File: config.mk
export PLATFORM = sky130hd
export DESIGN_NAME = fir_lowpass_22tap
export DESIGN_NICKNAME = d
export VERILOG_FILES = /design/src/rtl/fir_lp_pkg.sv /design/src/rtl/fir_lp_dline.sv /design/src/rtl/fir_lp_mac.sv /design/src/rtl/fir_lowpass_22tap.sv
export SDC_FILE = /design/constraint.sdc
export NUM_CORES = 1
export LEC_CHECK = 0
export BUFFER_PORTS_ARGS = -buffer_cell sky130_fd_sc_hd__clkbuf_2
export CAP_MARGIN = 10
export CORE_MARGIN = 10
export CORE_UTILIZATION = 60
export CTS_BUF_LIST = sky130_fd_sc_hd__clkbuf_4
export CTS_CLUSTER_SIZE = 28
export DETAILED_ROUTE_END_ITERATION = 10
export GPL_TIMING_DRIVEN = 0
export PLACE_DENSITY = 0.85
export SYNTH_ARGS = -nofsm -noshare
export SYNTH_HDL_FRONTEND = slang
export SYNTH_SLANG_ARGS = --single-unit
export TNS_END_PERCENT = 5
File: constraint.sdc
create_clock -name clk_i -period 7.5 [get_ports clk_i]
set_input_delay 0.375 -clock clk_i [delete_from_list [all_inputs] [get_ports clk_i]]
set_output_delay 0.375 -clock clk_i [all_outputs]
set_load 0.05 [all_outputs]
File: src/rtl/fir_lp_pkg.sv
// ----------------------------------------------------------------------------
// fir_lp_pkg
// shared types, constants and the coefficient rom of the 22-tap low-pass fir
// ----------------------------------------------------------------------------
package fir_lp_pkg;

  // converter sample and filter output
  localparam int unsigned IN_W     = 12;
  localparam int unsigned OUT_W    = 18;
  localparam int          OUT_LOW  = -32768;
  localparam int          OUT_HIGH = 131071;

  // coefficient rom, signed q1.23
  localparam int unsigned ROM_TAPS  = 22;
  localparam int unsigned ROM_W     = 24;
  localparam int unsigned ROM_FRAC  = 23;
  localparam int unsigned ROM_IDX_W = 6;

  localparam logic signed [ROM_W-1:0] COEFF_ROM [ROM_TAPS] = '{
    -24'sd20040, -24'sd27808, -24'sd38702, -24'sd34947, 24'sd12145, 24'sd129935,
    24'sd329235, 24'sd593276, 24'sd876901, 24'sd1117838, 24'sd1256472,
    24'sd1256472, 24'sd1117838, 24'sd876901, 24'sd593276, 24'sd329235,
    24'sd129935, 24'sd12145, -24'sd34947, -24'sd38702, -24'sd27808, -24'sd20040
  };

  // control that travels alongside one tap through the mac pipeline
  typedef struct packed {
    logic valid;
    logic first;
    logic last;
  } mac_ctl_t;

  // coefficient j requantized to cw bits, rounding half up; zero past the rom
  function automatic logic signed [ROM_W-1:0] coeff_at(
    input logic [ROM_IDX_W-1:0] j,
    input int unsigned          cw
  );
    logic signed [ROM_W:0] v;
    int unsigned           s;
    s = ROM_FRAC + 1 - cw;
    if (j >= ROM_IDX_W'(ROM_TAPS)) return '0;
    if (s == 0) return COEFF_ROM[j[4:0]];
    v = {COEFF_ROM[j[4:0]][ROM_W-1], COEFF_ROM[j[4:0]]};
    v = v + ((ROM_W+1)'(1) << (s - 1));
    v = v >>> s;
    return v[ROM_W-1:0];
  endfunction

endpackage

File: src/rtl/fir_lp_dline.sv
// ----------------------------------------------------------------------------
// fir_lp_dline
// circular delay line memory, one write and one registered read per cycle
// ----------------------------------------------------------------------------
module fir_lp_dline #(
  parameter int unsigned DEPTH  = 22,
  parameter int unsigned ADDR_W = 5
) (
  input  logic                        clk_i,
  input  logic                        rst_ni,
  input  logic                        wr_en_i,
  input  logic [ADDR_W-1:0]           wr_addr_i,
  input  logic [fir_lp_pkg::IN_W-1:0] wr_data_i,
  input  logic                        rd_en_i,
  input  logic [ADDR_W-1:0]           rd_addr_i,
  output logic [fir_lp_pkg::IN_W-1:0] rd_data_o
);
  import fir_lp_pkg::*;

  logic [IN_W-1:0]  mem_q [DEPTH];
  logic [IN_W-1:0]  rd_data_q;
  logic [DEPTH-1:0] vld_q;
  logic             rd_vld_q;

  // sample storage, no reset
  always_ff @(posedge clk_i) begin
    if (wr_en_i) begin
      mem_q[wr_addr_i] <= wr_data_i;
    end
    if (rd_en_i) begin
      rd_data_q <= mem_q[rd_addr_i];
    end
  end

  // per-entry written flags, an unwritten entry reads as zero
  always_ff @(posedge clk_i or negedge rst_ni) begin
    if (!rst_ni) begin
      vld_q    <= '0;
      rd_vld_q <= 1'b0;
    end else begin
      if (wr_en_i) begin
        vld_q[wr_addr_i] <= 1'b1;
      end
      if (rd_en_i) begin
        rd_vld_q <= vld_q[rd_addr_i];
      end
    end
  end

  assign rd_data_o = rd_vld_q ? rd_data_q : '0;

endmodule

File: src/rtl/fir_lp_mac.sv
// ----------------------------------------------------------------------------
// fir_lp_mac
// shared multiply-accumulate: coefficient register, product register, sum
// ----------------------------------------------------------------------------
module fir_lp_mac #(
  parameter int unsigned COEFF_WIDTH = 16,
  parameter int unsigned ACC_W       = 34
) (
  input  logic                          clk_i,
  input  logic                          rst_ni,
  input  fir_lp_pkg::mac_ctl_t          issue_i,
  input  logic signed [COEFF_WIDTH-1:0] coef_i,
  input  logic [fir_lp_pkg::IN_W-1:0]   data_i,
  output logic signed [ACC_W-1:0]       acc_o,
  output logic                          done_o
);
  import fir_lp_pkg::*;

  localparam int unsigned PROD_W = COEFF_WIDTH + IN_W + 1;

  mac_ctl_t                  ctl1_q, ctl2_q;
  logic signed [COEFF_WIDTH-1:0] coef_q;
  logic signed [PROD_W-1:0]  prod_q;
  logic signed [ACC_W-1:0]   acc_q, acc_d, prod_ext;
  logic                      done_q, done_d;

  assign prod_ext = $signed({{(ACC_W-PROD_W){prod_q[PROD_W-1]}}, prod_q});

  always_comb begin
    acc_d = (ctl2_q.first ? '0 : acc_q) + prod_ext;
    if (issue_i.valid && issue_i.first) begin
      done_d = 1'b0;
    end else if (ctl2_q.valid && ctl2_q.last) begin
      done_d = 1'b1;
    end else begin
      done_d = done_q;
    end
  end

  always_ff @(posedge clk_i or negedge rst_ni) begin
    if (!rst_ni) begin
      ctl1_q <= '0;
      ctl2_q <= '0;
      done_q <= 1'b0;
    end else begin
      ctl1_q <= issue_i;
      ctl2_q <= ctl1_q;
      done_q <= done_d;
    end
  end

  always_ff @(posedge clk_i) begin
    if (issue_i.valid) begin
      coef_q <= coef_i;
    end
    if (ctl1_q.valid) begin
      prod_q <= coef_q * $signed({1'b0, data_i});
    end
    if (ctl2_q.valid) begin
      acc_q <= acc_d;
    end
  end

  assign acc_o  = acc_q;
  assign done_o = done_q;

endmodule

File: src/rtl/fir_lowpass_22tap.sv
// ----------------------------------------------------------------------------
// fir_lowpass_22tap
// direct-form fir low-pass over 12-bit converter samples, delay line in memory
// ----------------------------------------------------------------------------
//
//   channel | direction | handshake              | payload
//   --------+-----------+------------------------+------------------------------
//   in      | input     | in_valid_i / in_stall_o  | sample_i   12 b unsigned
//   out     | output    | out_valid_o / out_stall_i| filtered_o 18 b signed, q.4
//
// one beat in gives one beat out; the single read port of the delay line memory
// sets the pace: one tap is read per cycle, then the mac pipeline drains
// a new sample is taken while the previous result still waits in the output
// register; the result of that sample then waits until out is free
// reset clears the write slot, the entry-written flags and all handshake state,
// so the delay line reads as all zeros right after reset with no clearing pass
//
module fir_lowpass_22tap #(
  parameter int unsigned TAPS        = 22,
  parameter int unsigned COEFF_WIDTH = 16
) (
  input  logic                                clk_i,
  input  logic                                rst_ni,
  input  logic                                in_valid_i,
  output logic                                in_stall_o,
  input  logic [fir_lp_pkg::IN_W-1:0]         sample_i,
  output logic                                out_valid_o,
  input  logic                                out_stall_i,
  output logic signed [fir_lp_pkg::OUT_W-1:0] filtered_o
);
  import fir_lp_pkg::*;

  localparam int unsigned TAP_W = $clog2(TAPS);
  localparam int unsigned ACC_W = COEFF_WIDTH + IN_W + 1 + TAP_W;
  localparam int unsigned SHIFT = COEFF_WIDTH - 5;

  localparam logic [TAP_W-1:0] TAP_LAST = TAP_W'(TAPS - 1);

  localparam logic signed [ACC_W:0] RND_HALF = (ACC_W+1)'(1) << (SHIFT - 1);
  localparam logic signed [ACC_W:0] SAT_LO   = (ACC_W+1)'(OUT_LOW);
  localparam logic signed [ACC_W:0] SAT_HI   = (ACC_W+1)'(OUT_HIGH);

  // sequencer states
  localparam logic [1:0] ST_IDLE  = 2'd0;
  localparam logic [1:0] ST_RUN   = 2'd1;
  localparam logic [1:0] ST_DRAIN = 2'd2;

  logic [1:0]       state_q, state_d;
  logic [TAP_W-1:0] slot_q, slot_d;      // where the next sample goes
  logic [TAP_W-1:0] rd_idx_q, rd_idx_d;  // delay entry of the current tap
  logic [TAP_W-1:0] tap_q, tap_d;        // coefficient index of the current tap

  logic                     in_acc;
  logic                     out_load;
  mac_ctl_t                 issue;
  logic signed [ROM_W-1:0]  coef_full;
  logic signed [COEFF_WIDTH-1:0] coef;
  logic [IN_W-1:0]          rd_data;
  logic signed [ACC_W-1:0]  acc;
  logic                     mac_done;

  logic signed [ACC_W:0]    rnd_sum, rnd_val;
  logic signed [OUT_W-1:0]  filtered_d, filtered_q;
  logic                     out_valid_q, out_valid_d;

  // ---- handshake --------------------------------------------------------
  // input is taken only between items; out has its own register
  assign in_stall_o = (state_q != ST_IDLE);
  assign in_acc     = in_valid_i && !in_stall_o;

  // ---- tap sequencer ----------------------------------------------------
  // walks the delay line backward from the newest sample, one read a cycle
  always_comb begin
    state_d  = state_q;
    slot_d   = slot_q;
    rd_idx_d = rd_idx_q;
    tap_d    = tap_q;
    issue    = '0;
    out_load = 1'b0;
    case (state_q)
      ST_IDLE: begin
        if (in_acc) begin
          state_d  = ST_RUN;
          rd_idx_d = slot_q;
          tap_d    = '0;
          slot_d   = (slot_q == TAP_LAST) ? '0 : slot_q + 1'b1;
        end
      end
      ST_RUN: begin
        issue.valid = 1'b1;
        issue.first = (tap_q == '0);
        issue.last  = (tap_q == TAP_LAST);
        rd_idx_d    = (rd_idx_q == '0) ? TAP_LAST : rd_idx_q - 1'b1;
        tap_d       = tap_q + 1'b1;
        if (tap_q == TAP_LAST) begin
          state_d = ST_DRAIN;
        end
      end
      ST_DRAIN: begin
        // sum complete and out register free or emptying this cycle
        if (mac_done && (!out_valid_q || !out_stall_i)) begin
          out_load = 1'b1;
          state_d  = ST_IDLE;
        end
      end
      default: begin
        state_d = ST_IDLE;
      end
    endcase
  end

  always_ff @(posedge clk_i or negedge rst_ni) begin
    if (!rst_ni) begin
      state_q  <= ST_IDLE;
      slot_q   <= '0;
      rd_idx_q <= '0;
      tap_q    <= '0;
    end else begin
      state_q  <= state_d;
      slot_q   <= slot_d;
      rd_idx_q <= rd_idx_d;
      tap_q    <= tap_d;
    end
  end

  // coefficient for the tap being issued, registered inside the mac
  assign coef_full = coeff_at(ROM_IDX_W'(tap_q), COEFF_WIDTH);
  assign coef      = coef_full[COEFF_WIDTH-1:0];

  // ---- delay line memory ------------------------------------------------
  // new sample written on the accept edge, first read in the next cycle
  fir_lp_dline #(
    .DEPTH  (TAPS),
    .ADDR_W (TAP_W)
  ) u_dline (
    .clk_i     (clk_i),
    .rst_ni    (rst_ni),
    .wr_en_i   (in_acc),
    .wr_addr_i (slot_q),
    .wr_data_i (sample_i),
    .rd_en_i   (issue.valid),
    .rd_addr_i (rd_idx_q),
    .rd_data_o (rd_data)
  );

  // ---- multiply-accumulate ----------------------------------------------
  fir_lp_mac #(
    .COEFF_WIDTH (COEFF_WIDTH),
    .ACC_W       (ACC_W)
  ) u_mac (
    .clk_i   (clk_i),
    .rst_ni  (rst_ni),
    .issue_i (issue),
    .coef_i  (coef),
    .data_i  (rd_data),
    .acc_o   (acc),
    .done_o  (mac_done)
  );

  // ---- scale to 4 fraction bits, round half up, saturate -----------------
  always_comb begin
    rnd_sum = $signed({acc[ACC_W-1], acc}) + RND_HALF;
    rnd_val = rnd_sum >>> SHIFT;
    if (rnd_val < SAT_LO) begin
      filtered_d = OUT_W'(OUT_LOW);
    end else if (rnd_val > SAT_HI) begin
      filtered_d = OUT_W'(OUT_HIGH);
    end else begin
      filtered_d = rnd_val[OUT_W-1:0];
    end
  end

  // ---- output register --------------------------------------------------
  always_comb begin
    out_valid_d = out_valid_q;
    if (out_load) begin
      out_valid_d = 1'b1;
    end else if (out_valid_q && !out_stall_i) begin
      out_valid_d = 1'b0;
    end
  end

  always_ff @(posedge clk_i or negedge rst_ni) begin
    if (!rst_ni) begin
      out_valid_q <= 1'b0;
    end else begin
      out_valid_q <= out_valid_d;
    end
  end

  always_ff @(posedge clk_i) begin
    if (out_load) begin
      filtered_q <= filtered_d;
    end
  end

  assign out_valid_o = out_valid_q;
  assign filtered_o  = filtered_q;

  // ---- checks -----------------------------------------------------------
  a_slot_range: assert property (@(posedge clk_i) disable iff (!rst_ni)
    slot_q <= TAP_LAST && rd_idx_q <= TAP_LAST)
    else $error("delay line index out of range");

  a_accept_starts_run: assert property (@(posedge clk_i) disable iff (!rst_ni)
    in_acc |=> (state_q == ST_RUN) && (tap_q == '0) && (rd_idx_q == $past(slot_q)))
    else $error("accepted beat did not start a tap walk at its own slot");

  a_load_needs_sum: assert property (@(posedge clk_i) disable iff (!rst_ni)
    out_load |-> mac_done && !(issue.valid))
    else $error("output loaded before the sum was complete");

  a_no_overwrite: assert property (@(posedge clk_i) disable iff (!rst_ni)
    (out_valid_q && out_stall_i) |=> out_valid_q && $stable(filtered_q))
    else $error("stalled result was overwritten");

endmodule
==> results.yml <==
route:
  wl_per_cell_um: 22.26
  routed_wl_um: 65970
  met1Wirelength_um: 24480
  vias: 18020
  ant_nets: 0
  dr_wl_met3_um: 5995
  drcViolationCount: 0
  dr.pass1.iters: 6
  top_layer: "met4"
  viasPerCell: 6.083
  route.met2.wl_um: 32390
  drt_iter0_drc: 2054
synth:
  synth_seq_cells: 421
  synth_edf_count: 373
  synthCells: 2098
  synth_area_leader_cell: "edfxtp_1"
  syn_nets: 2409
  synth_most_common_cell: "edfxtp_1"
  ys.flop_type: "edfxtp_1"
  synth_top_cell_area_share: 0.4291
  synth.distinct_cells: 72
  async_flop_share: 0.1140
  synth_area_um2: 26100
  synthTopCellsByCount: "373 x edfxtp_1, 288 x inv_1, 179 x fa_1, 163 x nand2_1, 116 x ha_1"
  synth_area_leaders: "edfxtp_1 43%, fa_1 14%, mux4_2 6.8%, ha_1 5.6%, dfrtp_1 4.6%"
  postSynthAreaPerCell_um2: 12.44
  ys_seq_area_frac: 0.4751
  ys_warn_count: 0
grt:
  grt_pass1_vias: 18670
  antenna_found_initial: 2
  track_usage: 0.2549
  grt-ovfl-total: 0
  grt_pass1_wl_um: 104200
  grt_start_max_net_pins: 49
sta:
  maxSlewHeadroom: 0.2879
  setup_ws_ns: 0.3978
  fmax_mhz: 140.8
  min_period_over_period: 0.9470
  tns_ns: 0
  skew_ns: 0.07322
  worstMarginPinSlew_ns: 1.068
  report.final.setup_viol: 0
  rsz0062_at_grt: "no"
  period_minus_slack_ns: 7.102
  hold_violations: 0
  slew_violations: 0
pwr:
  total_power_mw: 12.51
  p_per_area_nw_per_um2: 433.6
  peakVddDrop_mv: 0.2486
  combPwrFrac: 0.546
  p_int_mw: 7.032
  netSwitchingPower_mw: 5.480
  power.share.clock: 0.162
  p_seq_frac: 0.292
  p_sw_frac: 0.4380
  power.leakage_nw: 12.25
floorplan:
  num_rows: 76
  io_pins: 36
  dieWidth_um: 228.6
  initial_utilization: 0.6059
  die_area_um2: 52240
  core_area_um2: 43080
  dieHeight_um: 228.6
cts:
  cts_made_buffers: 109
  clock_path_buffers: 3
  cts_tree: "done"
  cts_root_buf: "clkbuf_4"
  htree_levels: 3
  clk_latency_ns: 0.91
  cts.sink_count: 421
  clk_pin_slew_ns: 0.07
placed_design:
  place.gp.congestion: 0.9551
  numPortBuffers: 35
  place_ws_ns: 0.4966
  place_hpwl_um: 45060
final_layout:
  syn_to_final_growth_pct: 10.55
  nFillCells: 2993
  multiInputGateArea_um2: 12230
  drive_gt1_frac: 0.1566
  nets: 2593
  post-route-util: 0.6698
  ff_latch_area_um2: 12400
critical_path:
  r2r_start: "u_dline.rd_vld_q"
  r2r_slack_ns: 0.40
  rr_endpoint: "u_mac.prod_q[27]"
  cp-start-kind: "register"
  end_kind: "register"
  cp.required_ns: 8.08
  arrival_ns: 7.69
  path_class: "register to register"
  r2r_cells: 21
  crit_fanout: 10
status:
  outcome: "finished clean"
job:
  drv_cap: 0
worst_hold_path:
  min_delay_path_depth: 1
  holdPathEnd: "u_dline.mem_q[14][6]"
  hp-start: "sample_i[6]"
  hp-class: "primary input to register"
-- cell families (layout without fill, tap and decap cells) --
family                     Yosys count  in the layout  synth area share
AOI/OAI and AO/OA                  268            268           0.06596
xor gates and xnor gates            77             77           0.02584
adders and majority gates          295            295            0.1929
buffers and inverters              387            664           0.05676
DFF                                421            421            0.4751
muxes                               96             96           0.07468
other                                0              3                 0
and+or+nand+nor                    554            554            0.1087
-- per-layer routing --
layer | vias to the layer above | GRT usage
li1 | 7782 | -
met1 | 8971 | 0.3109
met2 | 1051 | 0.4252
met3 | 219 | 0.05510
met4 | 0 | 0.1252
met5 | - | 0
-- registers in the layout (all words and copies together) (netlist names) --
| name | flops |
|---|---|
| out_valid_o | 1 |
| rd_idx_q | 5 |
| u_dline.mem_q | 264 |
| u_dline.rd_vld_q | 1 |
| u_mac.prod_q | 29 |
| u_mac.ctl2_q | 3 |
| filtered_o | 18 |
| tap_q | 5 |
| u_mac.acc_o | 34 |
| u_mac.done_o | 1 |
| u_mac.coef_q | 16 |
| u_dline.rd_data_q | 12 |
| u_mac.ctl1_q | 3 |
| slot_q | 5 |
| state_q | 2 |
| u_dline.vld_q | 22 |
-- cell usage in the layout (no fill, tap or decap), types with 13 or more instances in the layout --
| cell type | netlist | routed |
|---|---|---|
| a21o_1 | 21 | 21 |
| mux4_2 | 79 | 79 |
| nor2_1 | 90 | 87 |
| xor2_1 | 28 | 28 |
| a21oi_1 | 70 | 70 |
| and3_1 | 110 | 110 |
| ha_1 | 116 | 116 |
| nor3_1 | 13 | 13 |
| nand3_1 | 35 | 35 |
| clkbuf_2 | 0 | 36 |
| fa_1 | 179 | 179 |
| nand2b_1 | 13 | 13 |
| clkinv_1 | 3 | 33 |
| o21ai_0 | 69 | 69 |
| dlygate4sd3_1 | 0 | 14 |
| o211ai_1 | 16 | 16 |
| dfrtp_1 | 48 | 47 |
| clkbuf_1 | 79 | 78 |
| and2_1 | 16 | 16 |
| clkbuf_4 | 0 | 157 |
| xnor2_1 | 49 | 49 |
| mux2i_1 | 17 | 17 |
| edfxtp_1 | 373 | 373 |
| inv_1 | 288 | 288 |
| nand2_1 | 163 | 163 |
| nor2b_1 | 40 | 40 |
| or2_2 | 28 | 28 |
-- metrics by stage --
stage | hold WS [ns] | cell area (µm²) | cells
final | 0.02834 | 28850 | 2963
after floorplan | 0.07941 | 26100 | 2098
after detailed placement | 0.3355 | 27140 | 2729
after global placement | 0.3345 | 27010 | 2718
after global routing | 0.04545 | 28850 | 2963
after CTS | 0.006521 | 28690 | 2946
-- worst max-delay path, stage by stage, from the launching register on --
cell and delay [ns]:
dfrtp_1 0.36, clkbuf_1 0.37, and2_1 0.40, clkbuf_1 0.48, nand2_1 0.14, fa_1 0.50, inv_1 0.05, fa_1 0.48
fa_1 0.53, fa_1 0.55, inv_1 0.06, fa_1 0.53, inv_1 0.04, ha_1 0.36, a21o_1 0.20, a21oi_1 0.14
nor2b_1 0.06, a311o_1 0.36, a221oi_2 0.40, o21ai_1 0.19, o41ai_1 0.50, xnor2_1 0.12
-- power groups by stage --
stage          Sequential [mW]  Combinational (mW)  Clock, mW
3_5_place_dp              3.69                6.63          0
6_report                  3.65                6.83       2.03
3_3_place_gp              3.68                6.30          0
5_1_grt                   3.70                7.61       2.17
2_1_floorplan             3.54                5.12          0
4_1_cts                   3.65                6.71       2.02
-- final cells by class --
class,count,area share
Antenna cell,3,0.0002602
Tap cell,585,0.02537
Timing Repair Buffer,73,0.02038
Clock inverter,47,0.008196
Buffer,96,0.01353
Clock buffer,157,0.04085
Inverter,291,0.03786
Multi-Input combinational cell,1290,0.4237
Sequential cell,421,0.4299
-- worst max path at each step --
| stage | endpoint | slack, ns | cells past startpoint | startpoint |
|---|---|---|---|---|
| finish | u_mac.prod_q[27] | 0.40 | 21 | u_dline.rd_vld_q |
| global route | u_mac.prod_q[27] | 0.05 | 21 | u_dline.rd_vld_q |
| CTS | u_mac.prod_q[27] | 0.46 | 22 | u_dline.rd_vld_q |
| detailed placement | u_mac.prod_q[27] | 0.50 | 22 | u_dline.rd_vld_q |
| global placement | u_mac.prod_q[27] | 0.64 | 22 | u_dline.rd_vld_q |
| floorplan | u_mac.prod_q[27] | 1.43 | 22 | u_dline.rd_vld_q |
-- repair_timing --
| item | 4_1_cts | 5_1_grt |
|---|---|---|
| endpoints found under the setup margin | 0 | 1 |
| buffers inserted | 0 | 0 |
| endpoints found under the hold margin | 202 | 12 |
| resized for setup | 0 | 2 |
| hold buffers | 13 | 1 |
No activity file was read; power rests on OpenSTA's default activity.
